--- src/hdl/cbq_pkg.sv ---
// Package for the cascaded biquad filter: defaults, opcodes and coefficient slot codes.
`timescale 1ns / 1ps

package cbq_pkg;

   localparam int MAX_SECTIONS_DEF  = 4;
   localparam int SAMPLE_WIDTH_DEF  = 24;
   localparam int COEF_WIDTH_DEF    = 24;
   localparam int HISTORY_WIDTH_DEF = 48;

   localparam int SLOT_COUNT        = 5;
   localparam int CSR_WIDTH         = 3;
   localparam int SECTION_IDX_WIDTH = 2;
   localparam int SLOT_IDX_WIDTH    = 3;

   localparam logic OP_SAMPLE = 1'b0;
   localparam logic OP_LOAD   = 1'b1;

   typedef enum logic [SLOT_IDX_WIDTH-1:0] {
      SLOT_B0,
      SLOT_B1,
      SLOT_B2,
      SLOT_A1,
      SLOT_A2
   } coef_slot_type;

endpackage

--- src/hdl/cascaded_biquad_iir_filter.sv ---
// Cascaded biquad IIR filter (direct form II transposed) with one shared multiplier.
`timescale 1ns / 1ps

// Usage:
//  req_* channel carries one item per transfer (req_valid high, req_stall low).
//  req_opcode selects a sample item or a coefficient load. A load writes one of
//  b0, b1, b2, a1, a2 of one section and gives no response.
//  A sample runs through the first csr section count sections and gives one
//  rsp_* transfer with the filtered sample, the block end mark and a clip flag.
//  Each section steps through FETCH, MUL_B0, ACC, ROUND, FB1, FB2, UPD and
//  WRITE on the single multiplier: five coefficient reads from the
//  coefficient memory, one history read and one history write. A sample with
//  n sections (n = 0..MAX_SECTIONS) holds the block until its result is
//  in the response register, and only then is the next item taken.
//  The response waits in an output register: a stalled rsp side does not
//  stop the next item from entering, but a finished sample waits for the
//  register to free up before its result is loaded.
//  csr_we writes the section count (values above MAX_SECTIONS use all of them).
//  Reset clears coefficients and history (through per-entry valid bits), sets
//  the section count to 1 and empties the output register.

module cascaded_biquad_iir_filter
   import cbq_pkg::*;
#(
   parameter int MAX_SECTIONS  = MAX_SECTIONS_DEF,
   parameter int SAMPLE_WIDTH  = SAMPLE_WIDTH_DEF,
   parameter int COEF_WIDTH    = COEF_WIDTH_DEF,
   parameter int HISTORY_WIDTH = HISTORY_WIDTH_DEF
) (
   input  logic                               clock,
   input  logic                               reset,

   input  logic                               req_valid,
   output logic                               req_stall,
   input  logic                               req_opcode,
   input  logic signed [SAMPLE_WIDTH-1:0]     req_sample_in,
   input  logic                               req_block_end,
   input  logic        [SECTION_IDX_WIDTH-1:0] req_coef_section,
   input  logic        [SLOT_IDX_WIDTH-1:0]   req_coef_slot,
   input  logic signed [COEF_WIDTH-1:0]       req_coef_value,

   output logic                               rsp_valid,
   input  logic                               rsp_stall,
   output logic signed [SAMPLE_WIDTH-1:0]     rsp_sample_out,
   output logic                               rsp_block_end_out,
   output logic                               rsp_clipped,

   input  logic                               csr_we,
   input  logic        [CSR_WIDTH-1:0]        csr_wdata
);

   localparam int H    = HISTORY_WIDTH;
   localparam int S    = SAMPLE_WIDTH;
   localparam int C    = COEF_WIDTH;
   localparam int PW   = S + C;
   localparam int ALN  = H - PW;
   localparam int SHL  = (ALN > 0) ? ALN : 0;
   localparam int SHR  = (ALN < 0) ? -ALN : 0;
   localparam int WW   = PW + SHL + 1;
   localparam longint unsigned RND =
      (SHR > 0) ? (64'd1 << ((SHR > 0) ? SHR - 1 : 0)) : 64'd0;
   localparam int ALN2 = S - H + 2;
   localparam int SHL2 = (ALN2 > 0) ? ALN2 : 0;
   localparam int SHR2 = (ALN2 < 0) ? -ALN2 : 0;
   localparam int WW2  = H + SHL2 + 1;
   localparam longint unsigned RND2 =
      (SHR2 > 0) ? (64'd1 << ((SHR2 > 0) ? SHR2 - 1 : 0)) : 64'd0;
   localparam int ENTRIES = MAX_SECTIONS * SLOT_COUNT;
   localparam int CA   = $clog2(ENTRIES);
   localparam int SA   = (MAX_SECTIONS > 1) ? $clog2(MAX_SECTIONS) : 1;

   typedef enum logic [3:0] {
      ST_IDLE,
      ST_FETCH,
      ST_MUL_B0,
      ST_ACC,
      ST_ROUND,
      ST_FB1,
      ST_FB2,
      ST_UPD,
      ST_WRITE,
      ST_DONE
   } state_type;

   function automatic logic signed [H-1:0] sat_hist(input logic signed [H:0] v);
      logic signed [H-1:0] r;
      if (v[H] != v[H-1]) begin
         r = v[H] ? {1'b1, {(H-1){1'b0}}} : {1'b0, {(H-1){1'b1}}};
      end else begin
         r = v[H-1:0];
      end
      return r;
   endfunction

   function automatic logic signed [H-1:0] hadd(input logic signed [H-1:0] a,
                                                 input logic signed [H-1:0] b);
      logic signed [H:0] s;
      s = {a[H-1], a} + {b[H-1], b};
      return sat_hist(s);
   endfunction

   function automatic logic signed [H-1:0] hsub(input logic signed [H-1:0] a,
                                                 input logic signed [H-1:0] b);
      logic signed [H:0] s;
      s = {a[H-1], a} - {b[H-1], b};
      return sat_hist(s);
   endfunction

   // product -> history format, round half up or shift up, saturate
   function automatic logic signed [H-1:0] align_prod(input logic signed [PW-1:0] p);
      logic signed [WW-1:0] w;
      logic signed [WW-1:0] r;
      logic signed [H-1:0]  o;
      w = $signed({{(WW-PW){p[PW-1]}}, p}) <<< SHL;
      w = w + $signed(WW'(RND));
      r = w >>> SHR;
      if (r[WW-1:H-1] != {(WW-H+1){r[WW-1]}}) begin
         o = r[WW-1] ? {1'b1, {(H-1){1'b0}}} : {1'b0, {(H-1){1'b1}}};
      end else begin
         o = r[H-1:0];
      end
      return o;
   endfunction

   // history -> sample format; msb of the result is the clip flag
   function automatic logic [S:0] round_out(input logic signed [H-1:0] v);
      logic signed [WW2-1:0] w;
      logic signed [WW2-1:0] r;
      logic        [S:0]     o;
      w = $signed({{(WW2-H){v[H-1]}}, v}) <<< SHL2;
      w = w + $signed(WW2'(RND2));
      r = w >>> SHR2;
      if (r[WW2-1:S-1] != {(WW2-S+1){r[WW2-1]}}) begin
         o = r[WW2-1] ? {1'b1, 1'b1, {(S-1){1'b0}}} : {1'b1, 1'b0, {(S-1){1'b1}}};
      end else begin
         o = {1'b0, r[S-1:0]};
      end
      return o;
   endfunction

   state_type                state_ff;
   logic [SA-1:0]            sec_ff;
   logic [CA-1:0]            coef_base_ff;
   logic [CSR_WIDTH-1:0]     left_ff;
   logic [CSR_WIDTH-1:0]     section_count_ff;
   logic signed [S-1:0]      x_ff;
   logic signed [S-1:0]      y_ff;
   logic signed [PW-1:0]     prod_ff;
   logic signed [PW-1:0]     prod_in;
   logic signed [H-1:0]      acc_ff;
   logic signed [H-1:0]      tmp1_ff;
   logic signed [H-1:0]      tmp2_ff;
   logic                     clip_ff;
   logic                     block_end_ff;
   logic                     rsp_valid_ff;
   logic signed [S-1:0]      rsp_sample_out_ff;
   logic                     rsp_block_end_out_ff;
   logic                     rsp_clipped_ff;

   logic [C-1:0]             coef_mem [ENTRIES];
   logic [ENTRIES-1:0]       coef_vld_ff;
   logic [C-1:0]             coef_rd_ff;
   logic                     coef_rd_vld_ff;
   logic [2*H-1:0]           hist_mem [MAX_SECTIONS];
   logic [MAX_SECTIONS-1:0]  hist_vld_ff;
   logic [2*H-1:0]           hist_rd_ff;
   logic                     hist_rd_vld_ff;

   logic                     req_xfer;
   logic                     rsp_load;
   logic                     load_ok;
   logic                     load_we;
   logic [CA-1:0]            load_addr;
   logic [CA-1:0]            coef_raddr;
   logic signed [C-1:0]      coef_eff;
   logic signed [S-1:0]      mul_a;
   logic signed [H-1:0]      prod_al;
   logic signed [H-1:0]      h1;
   logic signed [H-1:0]      h2;
   logic [S:0]               y_pack;
   logic [CSR_WIDTH-1:0]     n_sections;

   assign req_stall         = (state_ff != ST_IDLE);
   assign req_xfer          = req_valid && !req_stall;
   assign rsp_load          = (state_ff == ST_DONE) && (!rsp_valid_ff || !rsp_stall);
   assign rsp_valid         = rsp_valid_ff;
   assign rsp_sample_out    = rsp_sample_out_ff;
   assign rsp_block_end_out = rsp_block_end_out_ff;
   assign rsp_clipped       = rsp_clipped_ff;

   assign load_ok   = (int'(req_coef_section) < MAX_SECTIONS) &&
                      (req_coef_slot < SLOT_IDX_WIDTH'(SLOT_COUNT));
   assign load_we   = req_xfer && (req_opcode == OP_LOAD) && load_ok;
   assign load_addr = CA'(int'(req_coef_section) * SLOT_COUNT + int'(req_coef_slot));

   assign n_sections = (int'(section_count_ff) > MAX_SECTIONS) ?
                       CSR_WIDTH'(MAX_SECTIONS) : section_count_ff;

   always_comb begin
      case (state_ff)
         ST_FETCH:  coef_raddr = coef_base_ff + CA'(SLOT_B0);
         ST_MUL_B0: coef_raddr = coef_base_ff + CA'(SLOT_B1);
         ST_ACC:    coef_raddr = coef_base_ff + CA'(SLOT_B2);
         ST_ROUND:  coef_raddr = coef_base_ff + CA'(SLOT_A1);
         ST_FB1:    coef_raddr = coef_base_ff + CA'(SLOT_A2);
         default:   coef_raddr = coef_base_ff;
      endcase
   end

   assign coef_eff = coef_rd_vld_ff ? $signed(coef_rd_ff) : '0;
   assign mul_a    = ((state_ff == ST_FB1) || (state_ff == ST_FB2)) ? y_ff : x_ff;
   assign prod_in  = $signed({{(PW-S){mul_a[S-1]}}, mul_a}) *
                     $signed({{(PW-C){coef_eff[C-1]}}, coef_eff});
   assign prod_al  = align_prod(prod_ff);
   assign h1       = hist_rd_vld_ff ? $signed(hist_rd_ff[2*H-1:H]) : '0;
   assign h2       = hist_rd_vld_ff ? $signed(hist_rd_ff[H-1:0]) : '0;
   assign y_pack   = round_out(acc_ff);

   // coefficient memory
   always_ff @(posedge clock) begin
      if (load_we) begin
         coef_mem[load_addr] <= req_coef_value;
      end
      coef_rd_ff     <= coef_mem[coef_raddr];
      coef_rd_vld_ff <= coef_vld_ff[coef_raddr];
   end

   // history memory, {h1, h2} per section
   always_ff @(posedge clock) begin
      if (state_ff == ST_FETCH) begin
         hist_rd_ff     <= hist_mem[sec_ff];
         hist_rd_vld_ff <= hist_vld_ff[sec_ff];
      end
      if (state_ff == ST_WRITE) begin
         hist_mem[sec_ff] <= {tmp1_ff, tmp2_ff};
      end
   end

   always_ff @(posedge clock) begin
      if (reset) begin
         coef_vld_ff <= '0;
         hist_vld_ff <= '0;
      end else begin
         if (load_we) begin
            coef_vld_ff[load_addr] <= 1'b1;
         end
         if (state_ff == ST_WRITE) begin
            hist_vld_ff[sec_ff] <= 1'b1;
         end
      end
   end

   // datapath
   always_ff @(posedge clock) begin
      prod_ff <= prod_in;
      case (state_ff)
         ST_IDLE: begin
            if (req_xfer) begin
               x_ff         <= req_sample_in;
               block_end_ff <= req_block_end;
               clip_ff      <= 1'b0;
            end
         end
         ST_ACC: begin
            acc_ff <= hadd(prod_al, h1);
         end
         ST_ROUND: begin
            y_ff    <= y_pack[S-1:0];
            clip_ff <= clip_ff | y_pack[S];
            tmp1_ff <= prod_al;
         end
         ST_FB1: begin
            tmp2_ff <= prod_al;
         end
         ST_FB2: begin
            tmp1_ff <= hsub(tmp1_ff, prod_al);
         end
         ST_UPD: begin
            tmp1_ff <= hadd(tmp1_ff, h2);
            tmp2_ff <= hsub(tmp2_ff, prod_al);
         end
         ST_WRITE: begin
            x_ff <= y_ff;
         end
         default: ;
      endcase
   end

   // sequencer and response register
   always_ff @(posedge clock) begin
      if (reset) begin
         state_ff         <= ST_IDLE;
         rsp_valid_ff     <= 1'b0;
         section_count_ff <= CSR_WIDTH'(1);
         sec_ff           <= '0;
         coef_base_ff     <= '0;
         left_ff          <= '0;
      end else begin
         if (csr_we) begin
            section_count_ff <= csr_wdata;
         end
         if (rsp_load) begin
            rsp_valid_ff <= 1'b1;
         end else if (!rsp_stall) begin
            rsp_valid_ff <= 1'b0;
         end
         case (state_ff)
            ST_IDLE: begin
               if (req_xfer && (req_opcode == OP_SAMPLE)) begin
                  sec_ff       <= '0;
                  coef_base_ff <= '0;
                  left_ff      <= n_sections;
                  state_ff     <= (n_sections == '0) ? ST_DONE : ST_FETCH;
               end
            end
            ST_FETCH:  state_ff <= ST_MUL_B0;
            ST_MUL_B0: state_ff <= ST_ACC;
            ST_ACC:    state_ff <= ST_ROUND;
            ST_ROUND:  state_ff <= ST_FB1;
            ST_FB1:    state_ff <= ST_FB2;
            ST_FB2:    state_ff <= ST_UPD;
            ST_UPD:    state_ff <= ST_WRITE;
            ST_WRITE: begin
               sec_ff       <= sec_ff + SA'(1);
               coef_base_ff <= coef_base_ff + CA'(SLOT_COUNT);
               left_ff      <= left_ff - CSR_WIDTH'(1);
               state_ff     <= (left_ff == CSR_WIDTH'(1)) ? ST_DONE : ST_FETCH;
            end
            ST_DONE: begin
               if (rsp_load) begin
                  rsp_sample_out_ff    <= x_ff;
                  rsp_block_end_out_ff <= block_end_ff;
                  rsp_clipped_ff       <= clip_ff;
                  state_ff             <= ST_IDLE;
               end
            end
            default: state_ff <= ST_IDLE;
         endcase
      end
   end

   a_rsp_from_done: assert property (@(posedge clock) disable iff (reset)
      $rose(rsp_valid_ff) |-> $past(state_ff == ST_DONE))
      else $error("response raised outside of the finish step");

   a_fetch_has_work: assert property (@(posedge clock) disable iff (reset)
      (state_ff == ST_FETCH) |-> (left_ff != '0))
      else $error("section fetch with no sections left");

   a_load_stays_idle: assert property (@(posedge clock) disable iff (reset)
      (req_xfer && (req_opcode == OP_LOAD)) |=> (state_ff == ST_IDLE))
      else $error("coefficient load left the idle state");

   a_done_holds: assert property (@(posedge clock) disable iff (reset)
      ((state_ff == ST_DONE) && rsp_valid_ff && rsp_stall) |=> (state_ff == ST_DONE))
      else $error("finished sample dropped while the response was stalled");

endmodule
--- config.mk ---
export PLATFORM = sky130hd
export DESIGN_NAME = cascaded_biquad_iir_filter
export DESIGN_NICKNAME = d
export VERILOG_FILES = /design/src/hdl/cbq_pkg.sv /design/src/hdl/cascaded_biquad_iir_filter.sv
export SDC_FILE = /design/constraint.sdc
export NUM_CORES = 2
export LEC_CHECK = 0
export BUFFER_PORTS_ARGS = -buffer_cell sky130_fd_sc_hd__buf_2
export CORE_UTILIZATION = 29
export CTS_CLUSTER_DIAMETER = 30
export DETAILED_ROUTE_END_ITERATION = 8
export SYNTH_ARGS = -nofsm -noshare
export SYNTH_HDL_FRONTEND = slang
export SYNTH_SLANG_ARGS = --single-unit
--- constraint.sdc ---
create_clock -name clock -period 13.4 [get_ports clock]
set_clock_uncertainty 0.2 [all_clocks]
set_input_delay 2.01 -clock clock [delete_from_list [all_inputs] [get_ports clock]]
set_output_delay 2.01 -clock clock [all_outputs]
set_load 0.01 [all_outputs]
# Yosys cells after proc, flatten, opt, wreduce, memory -nomap -nowiden
# Memory sizes are Yosys's and may differ from the RTL's. A register that Yosys moved wholly into a read port is not among the register bits.
# Index checks and enable logic that the tools add are counted.
# totals
register_bits	312
ram_bits	864
inputBits	63
output_inout_bits	28
word_cells	141
mem_count	2
# memory_table
name	words	width	rd	rd_clocked_by_memory_dff	wr	line	rtl
coef_mem	20	24	1	1	1	cascaded_biquad_iir_filter.sv:160	logic [C-1:0] coef_mem [ENTRIES];
hist_mem	4	96	1	1	1	cascaded_biquad_iir_filter.sv:164	logic [2*H-1:0] hist_mem [MAX_SECTIONS];
# classes
addsub	13
n_mul	2
order_cmp	7
eq_ne	19
muxes	47
n_bitwise	5
n_reduce_logical	25
# op_table
op	count
2-to-1 mux 48 bit	10
one-hot mux 48 bit (3 select lines)	1
adder 48 x 48 -> 49 bit	2
subtractor 48 x 48 -> 49 bit	2
2-to-1 mux 24 bit	4
one-hot mux 48 bit (2 select lines)	1
adder 48 x 23 -> 49 bit (second input constant)	1
multiplier 24 x 24 -> 48 bit	1
one-hot mux 24 bit (2 select lines)	1
one-hot mux 4 bit (10 select lines)	1
2-to-1 mux 25 bit	1
OR 20 bit	1
one-hot mux 5 bit (4 select lines)	1
equality test 4 x 3 -> 1 bit (second input constant)	4
2-to-1 mux 4 bit	4
< comparator 5 x 6 -> 1 bit (second input constant)	2
2-to-1 mux 1 bit	11
adder 5 x 2 -> 5 bit (second input constant)	2
adder 5 x 3 -> 5 bit (second input constant)	2
one-hot mux 5 bit (2 select lines)	1
AND reduction 2 bit	5
equality test 4 x 2 -> 1 bit (second input constant)	2
equality test 4 bit (second input constant)	2
logical AND 1 bit	7
37 further kinds	49

# Depth between registers and ports, before layout
# depth
word_depth	7
mapped_depth	34
ltp_nobuf	30

# Least setup slack after synthesis
# OpenSTA, ideal clock, no wires.
# synth_timing
path_kind	flip-flop to flip-flop
startpoint	register state_ff[0]
endpoint	register prod_ff[44]
setup_time_ns	0.072
arrival_ns	8.368
required_time_ns	13.128
setup_slack_ns	4.760
stages_incl_launch_ff	34
n_path_buf	4
synth_period_minus_slack_ns	8.640
path_cell_list	dfxtp_1 -> buf_2 -> xnor2_1 -> nor2_1 -> buf_1 -> buf_1 -> mux2i_1 -> nor2_1 -> fa_1 -> inv_1 -> fa_1 -> fa_1 -> inv_1 -> fa_1 -> inv_1 -> fa_1 -> inv_1 -> fa_1 -> inv_1 -> fa_1 -> inv_1 -> ha_1 -> clkbuf_1 -> a21o_1 -> a21o_1 -> a32oi_1 -> o211ai_1 -> a2111oi_2 -> o41ai_1 -> o41ai_2 -> o21ai_1 -> o21a_1 -> nor2_1 -> xnor2_1
# synth_via
elab_chain_len	4
word_cells_on_any_way	5
classes_between	mul (1); eq/ne (2); mux (1); reduce/logical (1)
# synth_rtl
element	line	rtl
start, declared	cascaded_biquad_iir_filter.sv:141	state_type state_ff;
start signal, assigned	cascaded_biquad_iir_filter.sv:313	state_ff <= (n_sections == '0) ? ST_DONE : ST_FETCH;
start signal, assigned	cascaded_biquad_iir_filter.sv:327	state_ff <= (left_ff == CSR_WIDTH'(1)) ? ST_DONE : ST_FETCH;
equality test 4 x 3 -> 1 bit	cascaded_biquad_iir_filter.sv:211	assign mul_a = ((state_ff == ST_FB1) || (state_ff == ST_FB2)) ? y_ff : x_ff;
logical OR 1 bit (*)	cascaded_biquad_iir_filter.sv:211	
2-to-1 mux 24 bit (*)	cascaded_biquad_iir_filter.sv:211	
multiplier 24 x 24 -> 48 bit (*)	cascaded_biquad_iir_filter.sv:212	assign prod_in = $signed({{(PW-S){mul_a[S-1]}}, mul_a}) *
net prod_in[44]	cascaded_biquad_iir_filter.sv:149	logic signed [PW-1:0] prod_in;
end signal, assigned	cascaded_biquad_iir_filter.sv:255	prod_ff <= prod_in;
end, declared	cascaded_biquad_iir_filter.sv:148	logic signed [PW-1:0] prod_ff;
# Mark *: on every way through the listed nets, which the timed path passes. The rest lies on a longest branch.
# A chain may end at the register's enable or synchronous reset.

# Worst setup path in the final report
# layout_timing
startpoint	register state_ff[3]
endpoint	register prod_ff[44]
# The elaborated chain is that of the path after synthesis.

==> impl_metrics.csv <==
group,metric,value,unit
run_status,status,"finished clean",
clock_tree,clkLatencyLatePin,0.93,ns
drt,ant_nets,0,
setup_path,cp.arrival,10.76,ns
synth,ys_types,91,
clock_tree,cts_tree,"built",
layout,drive_gt1_share,14.75,%
setup_path,path_class,"register to register",
synth,yosys_warnings,0,
global_route,antenna_found_initial,37,
layout,seqCellArea,37140,um^2
global_route,grt-ovfl-total,0,
setup_path,cp_max_fo,31,
layout,fill_cells,26230,
setup_path,slowest_stage,"mux2i_1",
clock_tree,cts_sinks,1275,
run,cap_violations,0,
synth,synth_top_area_share,43.81,%
synth,synth_top_family_by_area,"adder cells",
synth,synth-simple-area-share,8.779,%
floorplanning,die_h,525.6,um
drt,dr.first_iter.drc_count,4814,
placed_design,dpl.hpwl,173100,um
timing,slew_headroom,4.748,%
synth,syn_inst,6417,
clock_tree,htreeDepth,5,
power_and_ir_drop,powerDensity,153.4,nW/um^2
placed_design,port_buffers,90,
clock_tree,clockBufferDepth,4,
power_and_ir_drop,finalPower,14440,uW
floorplanning,coreArea,271700,um^2
drt,vias_per_cell,5.015,
setup_path,cp-end-kind,"register",
synth,synth_top_area_cell,"edfxtp_1",
timing,holdWs,0.2286,ns
clock_tree,postCtsHoldBufs,0,
setup_path,crit_required,13.96,ns
drt,routed_wl,238800,um
floorplanning,start_util,29.26,%
synth,synth-seq-cells,1275,
power_and_ir_drop,peakVddDrop,156.7,uV
clock_tree,numCtsBuffers,288,
timing,worstMarginPinSlew,1.389,ns
global_route,grt_pass1_vias,54580,
synth,synth_area,79520,um^2
timing,clock.fmax,98.06,MHz
synth,async_flop_share,0,%
setup_path,cpLargestDelayFamily,"adder cells",
timing,finalSetupViolations,0,
timing,slew_viol_final,0,
power_and_ir_drop,leakagePower,0.03608,uW
drt,wl_per_cell,22.94,um
floorplanning,die_x,525.6,um
timing,rsz0062_at_grt,"false",
timing,period_needed,10.20,ns
drt,first_pass_iters,8,
synth,synth-adder-area-share,21.29,%
synth,synth_edf_count,1160,
placed_design,place.gp.congestion,0.9566,
layout,nNetsFinal,7636,
synth,synth_compound_area_share,8.129,%
synth,synth_area_leaders,"edfxtp_1 (44%), fa_1 (15%), mux4_2 (6.3%), ha_1 (5.4%), inv_1 (3.5%)",
setup_path,start_kind,"register",
layout,syn_to_final_growth,18.43,%
synth,syn_avg_cell_area,12.39,um^2
floorplanning,dieArea,276300,um^2
synth,synthMuxAreaShare,7.676,%
synth,synth_xor_area_share,2.522,%
synth,ys_seq_area_share,46.70,%
timing,final.period_utilization,76.10,%
floorplanning,io_pins,91,
clock_tree,cts_setup_buffers,0,
setup_path,slowest_delay,1.16,ns
setup_path,rrSetupSlack,3.20,ns
min_path,hold_path_class,"register to register",
floorplanning,rows,191,
drt,drc_errors,0,
clock_tree,cts_resized,0,
drt,vias,52200,
global_route,grt_max_degree,62,
global_route,grt_pass1_wl,356600,um
setup_path,critical_path_buf_inv_count,5,
timing,tns,0,ns
layout,multi_input_area,38810,um^2
setup_path,cpMostUsedCell,"fa_1",
clock_tree,path_clk_slew,0.04,ns
timing,hold_violations,0,
synth,syn-num-nets,7436,
clock_tree,cts_root_buf,"clkbuf_16",
synth,synthFlopType,"edfxtp_1",
global_route,track_usage,17.27,%
==> through the flow <==
step / util (%) / cell area (um^2) / setup slack, ns / cells
finish: 34.66 / 94170 / 3.202 / 10410
global route: 34.66 / 94170 / 2.559 / 10410
CTS: 34.64 / 94130 / 2.899 / 10400
detailed placement: 31.04 / 84350 / 2.962 / 9896
global placement: 31.04 / 84340 / 3.051 / 9895
floorplan: - / 79520 / 4.760 / 6417
==> sequential cells by signal (all words and copies together), names as in the netlist, 2 cells and up <==
signal and cells:
acc_ff 27, coef_base_ff 5, coef_mem 480, coef_rd_ff 24, coef_vld_ff 20, hist_mem 384
hist_rd_ff 96, hist_vld_ff 4, left_ff 3, prod_ff 48, rsp_sample_out 24, sec_ff 2
section_count_ff 3, state_ff 4, tmp1_ff 48, tmp2_ff 48, x_ff 24, y_ff 24
==> cell type report <==
class,instances,area share (%)
clock inverter,168,2.275
antenna,8,0.02126
timing repair buffer,187,1.260
tap,3570,4.743
clock buffer,334,8.111
inverter,737,2.938
multi-input combinational,4128,41.21
sequential,1275,39.44
==> synth_stat cells (8+ instances only) <==
master / count
a21boi_0: 8
and3_1: 36
xnor2_1: 146
maj3_2: 8
o21bai_1: 39
or2_2: 9
nor2_1: 540
clkbuf_1: 208
o21ai_1: 87
or3_1: 13
mux4_2: 222
and2_1: 133
o21ai_0: 177
a31oi_1: 29
nor3b_1: 9
a211o_1: 8
nor2b_1: 55
ha_1: 344
dfxtp_1: 115
nand4_1: 33
buf_4: 10
inv_1: 737
fa_1: 612
a21o_1: 102
xor2_1: 83
buf_1: 23
nand2b_1: 28
nand3_1: 85
a21oi_1: 288
edfxtp_1: 1160
nor3_1: 43
o211ai_1: 68
buf_2: 30
mux2_2: 50
and4_1: 11
mux2i_1: 54
o21a_1: 28
a211oi_1: 62
maj3_1: 28
nand2_1: 550
a41oi_1: 11
==> logic make-up (layout without fill, tap and decap cells) <==
logic type,count (synthesis),after routing
xor gates and xnor gates,229,229
buffers and inverters,1014,1426
muxes,326,326
other,0,8
and+or+nand+nor,1565,1565
DFF,1275,1275
adders and majority gates,992,992
AOI/OAI and AO/OA,1016,1016
==> routing by layer <==
layer  wire length, um  share of wire [%]  vias to the layer above  GRT usage, %
met2            116300                 49                     1949         29.15
met5                 0                  0                        -             0
li1                  -                  -                    23010             -
met4              9932                4.2                        0         6.958
met3             15590                6.5                      484         3.231
met1             96960                 41                    26750         21.71
==> cells in the final DEF (no fill, tap or decap), types with 84 or more instances in the layout <==
cell type     n
buf_2        90
a21o_1      102
fa_1        612
clkbuf_16   295
a21oi_1     287
mux4_2      222
o21ai_1      86
ha_1        344
xnor2_1     145
edfxtp_1   1160
nand2_1     549
dfxtp_1     112
nand3_1      84
o21ai_0     177
buf_4        95
and2_1      130
inv_1       737
nor2_1      514
==> path summary, 6_finish.rpt <==
path	end	depth (start not counted)	start
hold reg to reg	rsp_block_end_out	0	block_end_ff
setup / recovery	prod_ff[44]	28	state_ff[3]
hold / removal	rsp_block_end_out	0	block_end_ff
setup reg to reg	prod_ff[44]	28	state_ff[3]
==> power breakdown <==
part	switching [uW]	total, uW	internal (uW)
Clock	2220	7090	4870
Combinational	1690	2690	1010
Sequential	153	4660	4500
Total	4060	14400	10400
Note: power is estimated with default switching activity, not from simulation.
